## config.mk

```make
export PLATFORM = sky130hd
export DESIGN_NAME = gaprc_ram
export DESIGN_NICKNAME = d
export VERILOG_FILES = /design/src/rtl/grid_adjacent_pair_rect_count_defines.svh /design/src/rtl/gaprc_ram.sv
export SDC_FILE = /design/constraint.sdc
export NUM_CORES = 2
export LEC_CHECK = 0
export BUFFER_PORTS_ARGS = -buffer_cell sky130_fd_sc_hd__buf_2
export CELL_PAD_IN_SITES_DETAIL_PLACEMENT = 1
export CELL_PAD_IN_SITES_GLOBAL_PLACEMENT = 2
export CORE_MARGIN = 4
export CORE_UTILIZATION = 51
export CTS_BUF_LIST = sky130_fd_sc_hd__clkbuf_4 sky130_fd_sc_hd__clkbuf_8 sky130_fd_sc_hd__clkbuf_16
export CTS_CLUSTER_DIAMETER = 100
export DETAILED_ROUTE_END_ITERATION = 10
export PLACE_DENSITY = 0.82
export REMOVE_ABC_BUFFERS = 1
export SLEW_MARGIN = 20
export SYNTH_ARGS = -nofsm -noshare
export SYNTH_HDL_FRONTEND = slang
export SYNTH_SLANG_ARGS = --single-unit
```

## constraint.sdc

```tcl
create_clock -name clk_i -period 2.8 [get_ports clk_i]
set_input_delay 0.56 -clock clk_i [delete_from_list [all_inputs] [get_ports clk_i]]
set_output_delay 0.56 -clock clk_i [all_outputs]
set_load 0.03 [all_outputs]
```

## src/rtl/grid_adjacent_pair_rect_count_defines.svh

```systemverilog
// ----------------------------------------------------------------------------
// Assertion macros for the adjacent free pair counter
// Shared shorthands for clocked concurrent checks on clk_i / rst_ni.
// ----------------------------------------------------------------------------
`ifndef GRID_ADJACENT_PAIR_RECT_COUNT_DEFINES_SVH
`define GRID_ADJACENT_PAIR_RECT_COUNT_DEFINES_SVH

// Check a property on every rising edge of clk_i outside reset
`define GAPRC_ASSERT(name, prop, msg) \
  name: assert property (@(posedge clk_i) disable iff (!rst_ni) (prop)) \
    else $error(msg);

// Check that an antecedent implies a consequent in the same cycle
`define GAPRC_ASSERT_IMPL(name, ante, cons, msg) \
  name: assert property (@(posedge clk_i) disable iff (!rst_ni) (ante) |-> (cons)) \
    else $error(msg);

`endif

```

## src/rtl/gaprc_ram.sv

```systemverilog
`timescale 1ns / 1ps
// ----------------------------------------------------------------------------
// gaprc_ram
// Generic RAM: one write port, two read ports, registered read data.
// ----------------------------------------------------------------------------
module gaprc_ram #(
  parameter int WIDTH = 8,
  parameter int DEPTH = 256
) (
  input  logic                     clk_i,
  input  logic                     we_i,
  input  logic [$clog2(DEPTH)-1:0] waddr_i,
  input  logic [WIDTH-1:0]         wdata_i,
  input  logic [$clog2(DEPTH)-1:0] raddr_a_i,
  input  logic [$clog2(DEPTH)-1:0] raddr_b_i,
  output logic [WIDTH-1:0]         rdata_a_o,
  output logic [WIDTH-1:0]         rdata_b_o
);

  logic [WIDTH-1:0] mem_q [DEPTH];

  // Write and read; the read data is registered
  always_ff @(posedge clk_i) begin
    if (we_i) begin
      mem_q[waddr_i] <= wdata_i;
    end
    rdata_a_o <= mem_q[raddr_a_i];
    rdata_b_o <= mem_q[raddr_b_i];
  end

endmodule

```

---- Word level (Yosys, flattened, before mapping) ----
Memories as Yosys holds them, arrays and structs flattened. A register that Yosys moved wholly into a read port is not among the register bits.
Index checks and enable logic that the tools add are counted.
Widths: inputs -> output; s select.
storage, ports and cells
  register bits after elaboration ......... 0
  memory bits (writable) .................. 2,048
  input bits .............................. 34
  output and inout bits ................... 16
  logic and storage cells ................. 3
  memories ................................ 1
cells by class
  multiplexer cells ....................... 2
memory list
  name   depth  bits a word  read ports  clocked after Yosys merged registers in  wr ports  line             RTL
  mem_q  256    8            2           2                                        1         gaprc_ram.sv:20  logic [WIDTH-1:0] mem_q [DEPTH];
operators with widths
  cell    count
  $mux 1  2

---- Depth between registers and ports, before layout ----
  depth after elaboration ................. 2
  mapped depth ............................ 12
  depth with buffers taken out ............ 6

---- Least setup slack after synthesis ----
OpenSTA, ideal clock, no wires.
  path kind ............................... input to register
  from .................................... input raddr_b_i[0]
  to ...................................... register rdata_b_o[0], read port of mem_q
  setup time .............................. 0.140 ns
  arrival ................................. 2.461 ns
  data required time ...................... 2.660 ns
  setup slack ............................. 0.199 ns
  stages .................................. 9
  buffers on the path ..................... 3
  cell sequence ........................... buf_4 > buf_6 > buf_2 > mux4_2 > mux4_2 > nand2_1 > a21oi_1 > a21oi_1 > a221oi_2
RTL lines
  item         line             RTL
  from (decl)  gaprc_ram.sv:15  input logic [$clog2(DEPTH)-1:0] raddr_b_i,
  to (decl)    gaprc_ram.sv:17  output logic [WIDTH-1:0] rdata_b_o

==> run summary <==
### Timing
* **# setup viols final** 1
* **final critical path time including I/O delays and setup** 2820 ps
* **Final Skew** 36.0 ps
* **final setup margin** -16.1 ps
* **Hold WS** 167 ps
* **Slew Limit Fails** 0
* **unrepaired setup endpoints after global routing** no
* **max-slew headroom at the worst pin** 23.2%
* **Hold Vio Cnt, Final** 0
* **Final Cycle Share** 101%
* **Least-Margin Pin Slew** 1150 ps
* **achievable frequency** 355 MHz

### Hold path
* **Tightest Hold Check Type** input pin to register
* **HP Start** wdata_i[1]
* **Worst Hold Path Cells** 1
* **worst hold endpoint** mem_q[80][1]

### Setup path
* **critical path data required time** 3540 ps
* **type of the setup path with the least slack** input pin to register
* **Critical Path Sink Type** register
* **largest driver fanout on the critical path** 20
* **cell at the slowest stage of the critical path** mux4_2
* **Top delay family on crit path** compound AO/OA/AOI/OAI gates
* **number of buffer and inverter instances along the worst setup path** 5
* **depth of the worst register-to-register path** 7
* **worst reg2reg path endpoint** rdata_a_o[0]
* **ordered list of cells on the worst path** buf_8 > buf_12 > buf_12 > buf_12 > mux4_2 > a21oi_1 > a221o_1 > a21oi_1 > o31ai_1 > buf_4 > a211oi_1
* **sort of element at the start of the critical path** input pin
* **cell repeated most along the worst path** buf_12
* **Critical Path Max Stage Delay** 520 ps
* **critical path data arrival time** 3550 ps
* **R2R Setup Slk** 30 ps
* **worst r2r src** mem_q[42][0]

### Layout
* **post-layout net count** 5780
* **area of the multi-input gates** 32600 sq um
* **sequential cell area** 61800 sq um
* **final core area utilization** 60.7%
* **share of post-route cells with drive strength above 1** 43.0%
* **fill cell count** 15900
* **synth-to-layout area growth** 17.9%

### GRT
* **number of antenna violations at the first check in global routing** 20
* **largest net degree at the start of global routing** 113
* **total gr overflow** 0
* **number of global-route vias before repair** 62500
* **gr usage total** 34.6%
* **first-pass GRT wire length** 481000 um

### Die
* **starting density of the core** 51.5%
* **# rows** 159
* **I/O pins** 50
* **vertical die dimension** 444 um
* **Chip Width** 444 um
* **Core ar.** 188000 sq um
* **Die Area** 197000 sq um

### Synthesis
* **Area contributors post-synth** edfxtp_1 63%, mux4_2 24%, mux2i_1 2.4%
* **area share of the largest cell type after synthesis** 63.4%
* **cell type with the highest aggregate area in the netlist** edfxtp_1
* **number of synthesized register bits** 2064
* **distinct cell type count after synthesis** 65
* **FFs w/ async S/R, synth** 0%
* **total of warnings raised by yosys** 0
* **register area share after synthesis** 63.7%
* **EDFF count, synth** 2048
* **Cells after Synth** 4847
* **post-synthesis area per instance** 20.0 sq um
* **most common flop cell mapped by yosys** edfxtp_1
* **post-synthesis instance area** 97000 sq um

### Outcome
* **run status** complete, but fails checks
* **violations in the final reports** negative setup slack

### Clock network
* **CTS H-tree depth** 4
* **register clock-pin slew on the reported worst setup and hold paths** 60 ps
* **CTS Root Cell** clkbuf_16
* **number of buffers on the longest clock path** 3
* **Num Clock Sinks** 2064
* **TritonCTS clock tree** yes
* **TritonCTS buffer count** 213
* **clock network latency to the later pin of the worst-skew pair** 890 ps

### Power
* **Net Sw Power** 16600 uW
* **relative contribution of combinational cells to total power** 9.9%
* **switching part of the total power** 23.7%
* **power share of the sequential group** 48.9%
* **internal power component** 53300 uW
* **Clock power frac** 41.1%
* **LEAKAGE** 0.0379 uW
* **total power density per cell area** 611 nW/um^2
* **worst ir drop on vdd** 0.865 mV
* **Pwr Total** 69900 uW

### Flow run
* **Maximum Capacitance Violations** 0

### Placed design
* **pre-CTS setup slack** -1010 ps
* **quantity of I/O buffers inserted on ports** 49
* **detailed-placement wirelength estimate** 237000 um
* **global placement routability congestion** 0.933

### Drt
* **violation count after the first detailed-route iteration** 9749
* **via count of the routed design** 60200
* **average wire length per cell after detail routing** 40.2 um
* **DR pass1 iterations** 6
* **post-route antenna net violation count** 0
* **remaining routing DRC violations** 0
* **via/cell ratio** 7.13
* **wire length reported by the detailed router** 339000 um

final cells by class:
class / instances / area share (%)
flip-flops and latches: 2064 / 54.1
multi-input cells: 2382 / 28.5
repair buffers: 1079 / 8.49
clock buffers: 265 / 5.01
well taps: 2495 / 2.73
clock inverters: 133 / 1.11
diodes: 19 / 0.0416
inverters: 6 / 0.0230
power by group through the flow:
| stage | sequential, uW | combinational (uW) | clock, uW |
|---|---|---|---|
| global placement | 34800 | 6610 | 0 |
| CTS | 34200 | 6800 | 29000 |
| global route | 34200 | 7110 | 30300 |
| detailed placement | 34900 | 6750 | 0 |
| finish | 34200 | 6940 | 28700 |
| floorplan | 34900 | 2450 | 0 |
synthesized netlist by cell type, types with 16 or more instances:
library cell	instances
o21ai_0	34
dfxtp_1	16
buf_4	42
buf_6	44
mux2i_1	236
nor2_1	298
nand3_1	52
buf_1	25
a22o_1	22
mux4_2	1051
clkbuf_1	137
a22oi_1	62
o221ai_1	65
a221oi_1	32
nor3_1	21
mux2_2	38
a211oi_1	28
o22ai_1	48
a21oi_1	79
buf_8	35
nand2_1	114
nor2b_1	27
buf_2	104
edfxtp_1	2048
placed cells by master (no fill, tap or decap), types with 26 or more instances in the layout:
| master | netlist | layout |
|---|---|---|
| mux4_2 | 1051 | 1051 |
| clkinv_1 | 4 | 53 |
| mux2i_1 | 236 | 236 |
| edfxtp_1 | 2048 | 2048 |
| a211oi_1 | 28 | 26 |
| nand2_1 | 114 | 114 |
| buf_4 | 42 | 903 |
| o21ai_0 | 34 | 34 |
| nor2_1 | 298 | 297 |
| buf_12 | 8 | 125 |
| clkinv_2 | 0 | 38 |
| a221oi_1 | 32 | 32 |
| nor2b_1 | 27 | 26 |
| buf_2 | 104 | 32 |
| nand3_1 | 52 | 47 |
| o22ai_1 | 48 | 46 |
| mux2_2 | 38 | 38 |
| clkbuf_16 | 0 | 213 |
| a22oi_1 | 62 | 62 |
| clkbuf_4 | 0 | 50 |
| o221ai_1 | 65 | 64 |
| a21oi_1 | 79 | 79 |
state kept, by name (all words and copies together) (netlist names):
signal / cells
rdata_a_o: 8
rdata_b_o: 8
mem_q: 2048
worst max path at each step:
| stage | from | slack [ps] | end | cells past startpoint |
|---|---|---|---|---|
| finish | raddr_a_i[0] | -20 | rdata_a_o[0] | 11 |
| CTS | raddr_a_i[0] | 20 | rdata_a_o[2] | 12 |
| detailed placement | raddr_a_i[0] | -1010 | rdata_a_o[2] | 12 |
| floorplan | raddr_b_i[3] | -1120 | rdata_b_o[7] | 5 |
| global route | raddr_a_i[0] | 8 | rdata_a_o[4] | 12 |
| global placement | raddr_a_i[1] | -1180 | rdata_a_o[6] | 9 |
logic make-up after synthesis:
kind of cell	Yosys count	synth area share [%]
buffers and inverters	401	2.73
AND/OR/NAND/NOR	591	2.70
AO/OA/AOI/OAI	466	3.54
flip-flops	2064	63.7
multiplexers	1325	27.3
metrics by stage:
stage / area [sq um] / setup TNS, ps / cells
4_1_cts: 114000 / 0 / 8424
6_report: 114000 / -16.1 / 8443
3_5_place_dp: 107000 / -11580 / 8025
5_1_grt: 114000 / 0 / 8428
3_3_place_gp: 107000 / -11200 / 8025
2_1_floorplan: 94300 / -10470 / 4452
worst reg2reg max path: cells and delay by family, from the launching register on:
| family | cells | cell delay [ps] |
|---|---|---|
| mux | 2 | 1050 |
| compound gates | 3 | 680 |
| flops | 1 | 400 |
| simple gates | 1 | 300 |
| buf+inv | 1 | 210 |
metal layers:
metal  wire, um  GRT usage [%]  vias up
met5         41              0        -
met4      19700           17.2        6
met3      41800           8.74      854
met2     158000           53.2     4532
met1     120000           46.5    31900
li1           -              -    22900
repair_timing:
item                                   4_1_cts  5_1_grt
resized for setup                            5        9
setup endpoints to repair                    5        5
pin swaps                                    0        1
gates cloned                                 0        0
hold buffers                                 1        0
buffers inserted                             0        0
endpoints found under the hold margin       12        0
(Power assumes the default switching activity.)
