## src/rtl/grid_adjacent_pair_rect_count_defines.svh

```systemverilog
// ----------------------------------------------------------------------------
// Assertion macros for the adjacent free pair counter
// Shared shorthands for clocked concurrent checks on clk_i / rst_ni.
// ----------------------------------------------------------------------------
`ifndef GRID_ADJACENT_PAIR_RECT_COUNT_DEFINES_SVH
`define GRID_ADJACENT_PAIR_RECT_COUNT_DEFINES_SVH

// Check a property on every rising edge of clk_i outside reset
`define GAPRC_ASSERT(name, prop, msg) \
  name: assert property (@(posedge clk_i) disable iff (!rst_ni) (prop)) \
    else $error(msg);

// Check that an antecedent implies a consequent in the same cycle
`define GAPRC_ASSERT_IMPL(name, ante, cons, msg) \
  name: assert property (@(posedge clk_i) disable iff (!rst_ni) (ante) |-> (cons)) \
    else $error(msg);

`endif

```

## src/rtl/gaprc_pkg.sv

```systemverilog
`timescale 1ns / 1ps
// ----------------------------------------------------------------------------
// gaprc_pkg
// Sizes, codes and types shared by the adjacent free pair counter.
// ----------------------------------------------------------------------------
package gaprc_pkg;

  // Grid capacity
  localparam int MAX_ROWS = 64;
  localparam int MAX_COLS = 64;

  // Index and storage widths
  localparam int RA_W      = $clog2(MAX_ROWS);
  localparam int CA_W      = $clog2(MAX_COLS);
  localparam int ADDR_W    = RA_W + CA_W;
  localparam int MEM_DEPTH = 1 << ADDR_W;
  localparam int ROWP_W    = $clog2(MAX_COLS);
  localparam int COLP_W    = $clog2(MAX_ROWS);
  localparam int COLW_W    = 1 + COLP_W;

  // Field widths of the transactions and registers
  localparam int FIELD_W = 6;
  localparam int GRID_W  = 7;
  localparam int COUNT_W = 13;

  // Configuration port
  localparam int APB_AW = 3;
  localparam int APB_DW = 32;

  // Register indexes (word select bit of paddr)
  localparam logic REG_GRID_ROWS = 1'b0;
  localparam logic REG_GRID_COLS = 1'b1;

  // Transaction modes
  localparam logic MODE_LOAD  = 1'b0;
  localparam logic MODE_QUERY = 1'b1;

  typedef enum logic [2:0] {
    S_IDLE,
    S_LD_WR,
    S_Q_RUN,
    S_Q_DRAIN,
    S_DONE
  } state_e;

  // Register file to sequencer
  typedef struct packed {
    logic [GRID_W-1:0] grid_rows;
    logic [GRID_W-1:0] grid_cols;
    logic              wr;
  } cfg_t;

  // Column store word: cell bit and vertical pair count
  typedef struct packed {
    logic              free;
    logic [COLP_W-1:0] cnt;
  } col_word_t;

  typedef struct packed {
    logic              we;
    logic [ADDR_W-1:0] waddr;
    logic [ROWP_W-1:0] wdata;
    logic [ADDR_W-1:0] raddr_a;
    logic [ADDR_W-1:0] raddr_b;
  } row_req_t;

  typedef struct packed {
    logic              we;
    logic [ADDR_W-1:0] waddr;
    col_word_t         wdata;
    logic [ADDR_W-1:0] raddr_a;
    logic [ADDR_W-1:0] raddr_b;
  } col_req_t;

endpackage

```

## src/rtl/gaprc_cfg.sv

```systemverilog
`timescale 1ns / 1ps
// ----------------------------------------------------------------------------
// gaprc_cfg
// APB register file for the grid size; a write also flags a load restart.
// ----------------------------------------------------------------------------
module gaprc_cfg (
  input  logic                             clk_i,
  input  logic                             rst_ni,
  input  logic                             psel,
  input  logic                             penable,
  input  logic                             pwrite,
  input  logic [gaprc_pkg::APB_AW-1:0]     paddr,
  input  logic [gaprc_pkg::APB_DW-1:0]     pwdata,
  output logic [gaprc_pkg::APB_DW-1:0]     prdata,
  output logic                             pready,
  output gaprc_pkg::cfg_t                  cfg_o
);

  logic [gaprc_pkg::GRID_W-1:0] grid_rows_q, grid_rows_d;
  logic [gaprc_pkg::GRID_W-1:0] grid_cols_q, grid_cols_d;
  logic                         wr_en;
  logic                         reg_sel;
  logic [gaprc_pkg::GRID_W-1:0] wval;
  logic [gaprc_pkg::GRID_W-1:0] rows_clamped;
  logic [gaprc_pkg::GRID_W-1:0] cols_clamped;

  assign pready  = 1'b1;
  assign wr_en   = psel && penable && pwrite;
  assign reg_sel = paddr[gaprc_pkg::APB_AW-1];
  assign wval    = pwdata[gaprc_pkg::GRID_W-1:0];

  // Clamp a written size into 1..max
  always_comb begin
    rows_clamped = wval;
    if (wval == '0) begin
      rows_clamped = gaprc_pkg::GRID_W'(1);
    end else if (wval > gaprc_pkg::GRID_W'(gaprc_pkg::MAX_ROWS)) begin
      rows_clamped = gaprc_pkg::GRID_W'(gaprc_pkg::MAX_ROWS);
    end
    cols_clamped = wval;
    if (wval == '0) begin
      cols_clamped = gaprc_pkg::GRID_W'(1);
    end else if (wval > gaprc_pkg::GRID_W'(gaprc_pkg::MAX_COLS)) begin
      cols_clamped = gaprc_pkg::GRID_W'(gaprc_pkg::MAX_COLS);
    end
  end

  // Decode the write
  always_comb begin
    grid_rows_d = grid_rows_q;
    grid_cols_d = grid_cols_q;
    if (wr_en) begin
      case (reg_sel)
        gaprc_pkg::REG_GRID_ROWS: grid_rows_d = rows_clamped;
        gaprc_pkg::REG_GRID_COLS: grid_cols_d = cols_clamped;
        default: ;
      endcase
    end
  end

  always_ff @(posedge clk_i or negedge rst_ni) begin
    if (!rst_ni) begin
      grid_rows_q <= gaprc_pkg::GRID_W'(gaprc_pkg::MAX_ROWS);
      grid_cols_q <= gaprc_pkg::GRID_W'(gaprc_pkg::MAX_COLS);
    end else begin
      grid_rows_q <= grid_rows_d;
      grid_cols_q <= grid_cols_d;
    end
  end

  // Read back
  always_comb begin
    case (reg_sel)
      gaprc_pkg::REG_GRID_ROWS: prdata = gaprc_pkg::APB_DW'(grid_rows_q);
      gaprc_pkg::REG_GRID_COLS: prdata = gaprc_pkg::APB_DW'(grid_cols_q);
      default:                  prdata = '0;
    endcase
  end

  assign cfg_o.grid_rows = grid_rows_q;
  assign cfg_o.grid_cols = grid_cols_q;
  assign cfg_o.wr        = wr_en;

endmodule

```

## config.mk

```make
export PLATFORM = sky130hd
export DESIGN_NAME = gaprc_cfg
export DESIGN_NICKNAME = d
export VERILOG_FILES = /design/src/rtl/grid_adjacent_pair_rect_count_defines.svh /design/src/rtl/gaprc_pkg.sv /design/src/rtl/gaprc_cfg.sv
export SDC_FILE = /design/constraint.sdc
export NUM_CORES = 1
export LEC_CHECK = 0
export BUFFER_PORTS_ARGS = -buffer_cell sky130_fd_sc_hd__buf_2
export CAP_MARGIN = 5
export CORE_ASPECT_RATIO = 0.6
export CORE_UTILIZATION = 33
export CTS_BUF_LIST = sky130_fd_sc_hd__clkbuf_4
export DETAILED_ROUTE_END_ITERATION = 8
export PLACE_DENSITY = 0.86
export SYNTH_ARGS = -nofsm -noshare
export SYNTH_HDL_FRONTEND = slang
export SYNTH_SLANG_ARGS = --single-unit
```

## constraint.sdc

```tcl
create_clock -name clk_i -period 0.8 [get_ports clk_i]
set_clock_uncertainty 0.1 [all_clocks]
set_input_delay 0.08 -clock clk_i [delete_from_list [all_inputs] [get_ports clk_i]]
set_output_delay 0.08 -clock clk_i [all_outputs]
set_load 0.02 [all_outputs]
```

# Word-level counts from Yosys, hierarchy flattened

Index checks and enable logic that the tools add are counted.

Register bits after elaboration: 14
Input bits: 40
Output and inout bits: 48

Bitwise logic cells: 1
Reduce and logical (&&, ||, !) cells: 5
$lt $le $gt $ge: 1
Muxes and demuxes: 3

Operator list:

| cell                 | number |
|---|---|
| $pmux W32 S2         | 1 |
| $mux W7              | 2 |
| $gt A7 B7 Y1 const B | 1 |
| $logic_not A7 Y1     | 1 |
| $reduce_and A2 Y1    | 2 |
| $logic_and A1 B1 Y1  | 2 |
| $not A1 Y1           | 1 |

# Longest topological paths before layout

Gate-level depths: netlist (run 1).

Depth in word-level cells: 3
Depth in mapped cells: 5
Mapped depth without buffers: 3

# Worst setup path before layout (run 1)

No wires, ideal clock.

Kind: flip-flop to output port
Start: reg grid_rows_q[6] (netlist name)
End: out prdata[6] (netlist name)
Required time: 0.620 ns
Setup slack: -0.183 ns
Data arrival time: 0.803 ns
Path buffers: 0
Cell stages (with the launch flop): 2
Cell sequence: dfstp_2 -> mux2_2

Cells in the longest elaborated chain, start to end: 1

RTL lines:

| what                   | line            | source |
|---|---|---|
| start, declared        | gaprc_cfg.sv:19 | `logic [gaprc_pkg::GRID_W-1:0] grid_rows_q, grid_rows_d;` |
| start signal, assigned | gaprc_cfg.sv:63 | `grid_rows_q <= gaprc_pkg::GRID_W'(gaprc_pkg::MAX_ROWS);` |
| start signal, assigned | gaprc_cfg.sv:66 | `grid_rows_q <= grid_rows_d;` |
| $pmux W32 S2           | gaprc_cfg.sv:73 | `case (reg_sel)` |
| end, declared          | gaprc_cfg.sv:14 | `output logic [gaprc_pkg::APB_DW-1:0] prdata,` |

No other way between the ends. The select of a mux whose other input is x is not followed.

# Final worst setup path (run 1)

Start: reg grid_rows_q[2] (netlist name)
End: out prdata[2] (netlist name)

The elaborated chain is that of the path after synthesis.

==> results of run 1 <==
[repair_timing]
action                                  4_1_cts  5_1_grt
hold buffers                                  1        0
endpoints found under the hold margin        21        0
buffers inserted                              3       14
gates resized for setup                      52       20
endpoints found under the setup margin       33       35
pin swaps                                     0        0
[critical path: cells and delay by family, from the launching register on]
kind,cells,cell delay (ns)
buffers and inverters,1,0.13
DFF,1,0.41
muxes,1,0.28
[synthesized netlist by cell type (all sizes together) (2+ instances only)]
master | n | share of area (%)
dfrtp | 12 | 33
buf | 30 | 25
conb | 2 | 0.82
nand2b | 5 | 3.4
o31ai | 2 | 1.6
o21ai | 10 | 7.5
dfstp | 2 | 5.8
nand2 | 12 | 4.9
mux2 | 9 | 12
[cell type report]
| cell class | instances | area [sq um] |
|---|---|---|
| multi-input combinational | 70 | 504 |
| sequential | 14 | 368 |
| timing repair buffer | 62 | 572 |
| clock buffer | 4 | 30.0 |
| fill | 204 | 1040 |
| tap | 32 | 40.0 |
[through the flow]
stage               instances  cell area, sq um  setup TNS (ns)  power, mW
finish                    182              1510           -9.31       2.87
global route              182              1510          -10.32       3.01
CTS                       175              1410           -8.67       2.73
detailed placement        168              1190           -4.20       1.96
global placement          168              1190           -3.92       1.93
floorplan                 114              1080           -1.56       1.66
[logic make-up after synthesis]
family / after synthesis / synth area share (%)
buffers and inverters: 30 / 25.2
and+or+nand+nor: 22 / 14.0
DFF: 14 / 38.7
AOI/OAI and AO/OA: 13 / 9.74
muxes: 9 / 11.5
other: 2 / 0.823
[layout by cell type (no fill, tap or decap), types with 4 or more instances in the layout]
cell type / n
buf_6: 33
conb_1: 26
buf_4: 14
buf_2: 13
nand2_2: 12
dfrtp_2: 12
mux2_4: 9
o21ai_2: 8
nand2b_1: 5
clkbuf_4: 4
[worst min-delay path by stage]
stage / from / slack [ns] / cells after the start / to
finish: pwdata[5] / 0.008 / 3 / grid_rows_q[5]
global route: pwdata[4] / 0.01 / 3 / grid_cols_q[4]
CTS: pwdata[6] / -0.01 / 2 / grid_rows_q[0]
detailed placement: rst_ni / -0.11 / 1 / grid_cols_q[1]
global placement: rst_ni / -0.12 / 1 / grid_cols_q[1]
floorplan: rst_ni / -0.32 / 0 / grid_cols_q[0]
[registers in the layout, summed over array words and instances (netlist names)]
| signal | flops |
|---|---|
| grid_cols_q | 7 |
| grid_rows_q | 7 |
[routing by layer]
metal | part of all wire [%] | routed length, microns | GRT usage, %
met1 | 40 | 861 | 17.1
met2 | 54 | 1170 | 26.7
met3 | 5.1 | 111 | 4.75
met4 | 1.7 | 36 | 3.60
met5 | 0 | 0 | 0
[where the power goes]
group          leakage (nW)  internal [mW]  switching (mW)
sequential            0.162          0.851          0.0804
combinational         0.591          0.798           0.694
clock                0.0184          0.227           0.217
==> summary.txt, run 1 <==
Route
  • ANT nets after route: 0
  • Drt first pass iters: 2
  • Vias: 780
  • DR vias/cell: 4.29
  • Initial detailed-routing violation count: 33
  • DR WL/cell: 12.0 microns
  • DRC errors left: 0
  • Final wirelength: 2.18 mm

Setup path
  • Crit path to: prdata[2]
  • Crit path DAT: 1.10 ns
  • CP max FO: 2
  • FF-to-FF Start: grid_rows_q[0]
  • R2R Path End: grid_rows_q[0]
  • Crit path cell chain: mux2_4 > buf_6
  • R2R Setup Slk: -0.17 ns
  • Reg2Reg Depth: 4
  • CP startpoint: grid_rows_q[2]
  • Slowest stage delay, CP: 0.41 ns
  • Worst Setup Path Type: flip-flop to primary output
  • Endpoint class of the critical path: primary output
  • Worst Path Required: 0.62 ns
  • Crit start category: flip-flop
  • Slowest CP cell: dfrtp_2

Timing
  • F_max: 779 MHz
  • Hold Vio Cnt, Final: 0
  • Period minus WS final: 1.28 ns
  • Max-slew violations: 0
  • Final period utilization: 160%
  • Hold_ws: 0.00794 ns
  • PnR worst setup slack: -0.483 ns
  • RSZ-0062 raised after global routing: yes
  • Final setup vio count: 35

Finish
  • Synthesis-to-finish area growth: 66.0%
  • Finished Core Util: 59.2%
  • # diodes: 0
  • Share of layout cells above drive strength 1: 74.0%
  • Fin nets: 191

Global routing
  • Number of global-route vias before repair: 720
  • Pin count of the biggest net entering global routing: 15
  • Antenna violations before repair: 0
  • Total global routing track utilization: 14.8%
  • First-pass GRT wire length: 3.38 mm
  • GRT overflow: 0

Hold path
  • Hold/Removal Path Class: input port to flip-flop

Power
  • Leakage power: 0.771 nW
  • PwrDens: 1890 mW/mm^2
  • Worst vdd ir: 0.000615 V

Place
  • HPWL after detailed placement: 1.57 mm
  • Pre-CTS WS: -0.240 ns
  • IO Port Bufs: 34
  • Gpl congestion: 0.795

Clock network
  • Cts bufs inserted: 3
  • Clock root buffer: clkbuf_4
  • Clock transition at path regs: 0.08 ns
  • Largest buffer count on any clock path: 2
  • CTS tree: yes
  • Clk_lat worst skew: 0.28 ns
  • H-Tree Depth: 1
  • Sink Count: 14

Floorplanning
  • Die Ht: 42.7 microns
  • DIE WIDTH: 69.9 microns
  • Core box area: 0.00256 sq mm
  • Die Footprint: 0.00299 sq mm
  • Starting Density: 35.7%
  • # IOs: 88
  • Row count: 14

Synth
  • Distinct cells, synth: 19
  • Post-synthesis cell area: 912 sq um
  • Synth Instances: 90
  • Post-synthesis sequential area ratio: 38.7%
  • Seq cells post-synth: 14
  • Mapped Avg Cell Area: 10.1 sq um
  • Post-synth EDFFs: 0
  • Number of warning messages in the yosys log: 0
  • Post-synth ARST share: 100%
  • Synth Flop Type: dfrtp_1

Status
  • Outcome: finished, violations left
  • Failing checks: negative setup slack

Job
  • Max-Cap Viols: 0
(Power assumes the default switching activity.)
==> inputs of run 2 (changes only) <==
CORE_MARGIN = 2   (was unset)
CORE_UTILIZATION = 37   (was 33)
PLACE_DENSITY = 0.91   (was 0.86)
REMOVE_ABC_BUFFERS = 1   (was unset)
clock period = 1.4 ns   (was 0.8 ns; I/O delays follow)
==> run 2 against run 1 <==
Net effect:
- the flow now finishes without violations
- sequential power decreased by 44%
- clock power down 50%
- via count fell by 20%
- combinational power decreased by 69%
- sequential cell count unchanged
- cell count down 16%
- first-iteration DRC count shrank 76%
- clock-buffer cell count shrank 1
- global-route usage decreased by 1.7 points
- critical path type unchanged
- largest power group is now sequential cells
- highest routed layer is now met3
==> summary.txt, run 2 (same netlist as run 1, synthesis figures left out) <==
Finish
  • Most frequent cells in the layout: buf_2, conb_1, nand2_1, dfrtp_1, mux2_2
  • Synthesis-to-finish area growth: 11.7%
  • Layout fillers: 224 (+9.8%)
  • Area of the multi-input gates: 419 sq um (-17%)
  • Fin nets: 164 (-14%)
  • Non-filler cells, final: 153 (-16%)
  • Storage cell area: 353 sq um (-4.1%)
  • Share of layout cells above drive strength 1: 44.7% (-29 points)
  • # diodes: 0 (unchanged)
  • Commonest non-fill, non-tap cell in the layout: buf_2
  • Top flop regs: grid_cols_q: 7 flops, grid_rows_q: 7 flops

Status
  • Outcome: completed

Setup path
  • Slowest CP cell: dfstp_2
  • Crit start category: flip-flop
  • Worst Setup Path Type: flip-flop to primary output
  • Worst Path Required: 1.16 ns (+0.54 ns)
  • Endpoint class of the critical path: primary output
  • Slowest stage delay, CP: 0.55 ns (+0.14 ns)
  • CP delay by family, top: flip-flops
  • Bufs and invs on worst path: 1 (unchanged)
  • CP max FO: 3 (+1)
  • Crit path DAT: 1.10 ns (about the same)
  • Crit path cell chain: mux2_2 > buf_4

Floorplanning
  • Die Ht: 42.5 microns (-0.62%)
  • Row count: 13 (-1)
  • Starting Density: 40.6% (+5.0 points)
  • Die Footprint: 0.00289 sq mm (-3.1%)
  • DIE WIDTH: 68.1 microns (-2.5%)
  • Core box area: 0.00224 sq mm (-12%)
  • # IOs: 88 (unchanged)

Clock network
  • Clk_lat worst skew: 0.27 ns (about the same)
  • Cts bufs inserted: 3 (unchanged)
  • Clock transition at path regs: 0.08 ns (about the same)
  • CTS tree: yes
  • H-Tree Depth: 1 (unchanged)
  • Clock root buffer: clkbuf_4
  • Largest buffer count on any clock path: 2 (unchanged)
  • Sink Count: 14 (unchanged)
  • Post-CTS Setup Bufs: 0 (-3)

Timing
  • F_max: 747 MHz
  • Max-slew violations: 0 (unchanged)
  • Setup TNS: 0 ns (+9.31 ns)
  • RSZ-0062 raised after global routing: no
  • Final setup vio count: 0 (-100%)
  • Hold Vio Cnt, Final: 0 (unchanged)
  • PnR worst setup slack: 0.0611 ns (+0.544 ns)
  • Period minus WS final: 1.34 ns
  • Final period utilization: 95.6%

Route
  • Drt first pass iters: 3 (+1)
  • ANT nets after route: 0 (unchanged)
  • DR vias/cell: 4.06 (-5.3%)
  • Final wirelength: 1.79 mm (-18%)
  • Vias: 621 (-20%)
  • DRC errors left: 0 (unchanged)
  • Initial detailed-routing violation count: 8 (-76%)
  • DR WL/cell: 11.7 microns (-2.5%)

Place
  • Gpl congestion: 0.754 (-5.2%)
  • Pre-CTS WS: 0.0949 ns (+0.335 ns)
  • Placed cell count: 148 (-12%)
  • HPWL after detailed placement: 1.39 mm (-11%)
  • IO Port Bufs: 34 (unchanged)

Hold path
  • Hold/Removal Path Class: input port to flip-flop

Power
  • Leakage power: 0.573 nW (-26%)
  • PwrDens: 1190 mW/mm^2 (-37%)
  • Worst vdd ir: 0.000718 V (+17%)

Global routing
  • GRT overflow: 0 (unchanged)
  • Total global routing track utilization: 13.1% (-1.7 points)
  • Pin count of the biggest net entering global routing: 15 (unchanged)
  • First-pass GRT wire length: 2.75 mm (-19%)
  • Antenna violations before repair: 0 (unchanged)
  • Number of global-route vias before repair: 594 (-18%)

Job
  • Max-Cap Viols: 0 (unchanged)
[run 2: cell count changes in the layout (fill, tap and decap cells not counted), sizes merged]
cell / before / now
buf: 61 / 34
clkbuf: 4 / 3
clkinv: 0 / 1
[run 2: report_power, final]
part | leakage, nW | total [mW] | switching (mW) | internal [mW]
clock network | 0.0154 | 0.223 | 0.120 | 0.103
registers | 0.179 | 0.524 | 0.0462 | 0.477
logic | 0.379 | 0.464 | 0.305 | 0.159
total | 0.573 | 1.21 | 0.471 | 0.739
[run 2: layout make-up]
type / count / area share [%]
multi-input cells: 70 / 41.2
flip-flops and latches: 14 / 34.6
repair buffers: 35 / 17.9
well taps: 30 / 3.69
clock buffers: 3 / 2.21
clock inverters: 1 / 0.369
[run 2: repair_timing]
item | 4_1_cts | 5_1_grt
endpoints found under the setup margin | 0 | 1
hold buffers | 1 | 0
endpoints found under the hold margin | 14 | 0
resized for setup | 0 | 1
[run 2: path summary, 6_finish.rpt]
| kind | slack [ns] | startpoint | endpoint | cells after the start |
|---|---|---|---|---|
| worst min-delay path | 0.07 | pwdata[6] | grid_cols_q[0] | 2 |
| worst max-delay path | 0.06 | grid_cols_q[6] | prdata[6] | 2 |
| worst max register to register | 0.55 | grid_cols_q[6] | grid_cols_q[6] | 1 |
| min in group asynchronous | 0.18 | rst_ni | grid_cols_q[0] | 2 |
| max in group asynchronous | 0.73 | rst_ni | grid_cols_q[6] | 2 |
| worst min register to register | 0.41 | grid_cols_q[0] | grid_cols_q[0] | 2 |
[run 2: per-layer routing]
| layer | part of all wire, % | up-vias | track usage, % |
|---|---|---|---|
| met5 | 0 | - | 0 |
| met4 | 0 | 0 | 1.20 |
| met3 | 5.4 | 0 | 4.84 |
| met2 | 49 | 22 | 23.1 |
| met1 | 46 | 290 | 15.5 |
| li1 | - | 309 | - |
[run 2: metrics by stage]
step | power, mW | hold slack (ns) | utilization (%) | instance area (sq um)
final | 1.21 | 0.0708 | 45.4 | 1020
after global routing | 1.29 | 0.0686 | 45.4 | 1020
after CTS | 1.22 | 0.0627 | 45.3 | 1020
after detailed placement | 0.990 | -0.0497 | 43.6 | 980
after global placement | 0.975 | -0.0571 | 43.6 | 980
after floorplan | 0.833 | -0.256 | - | 772
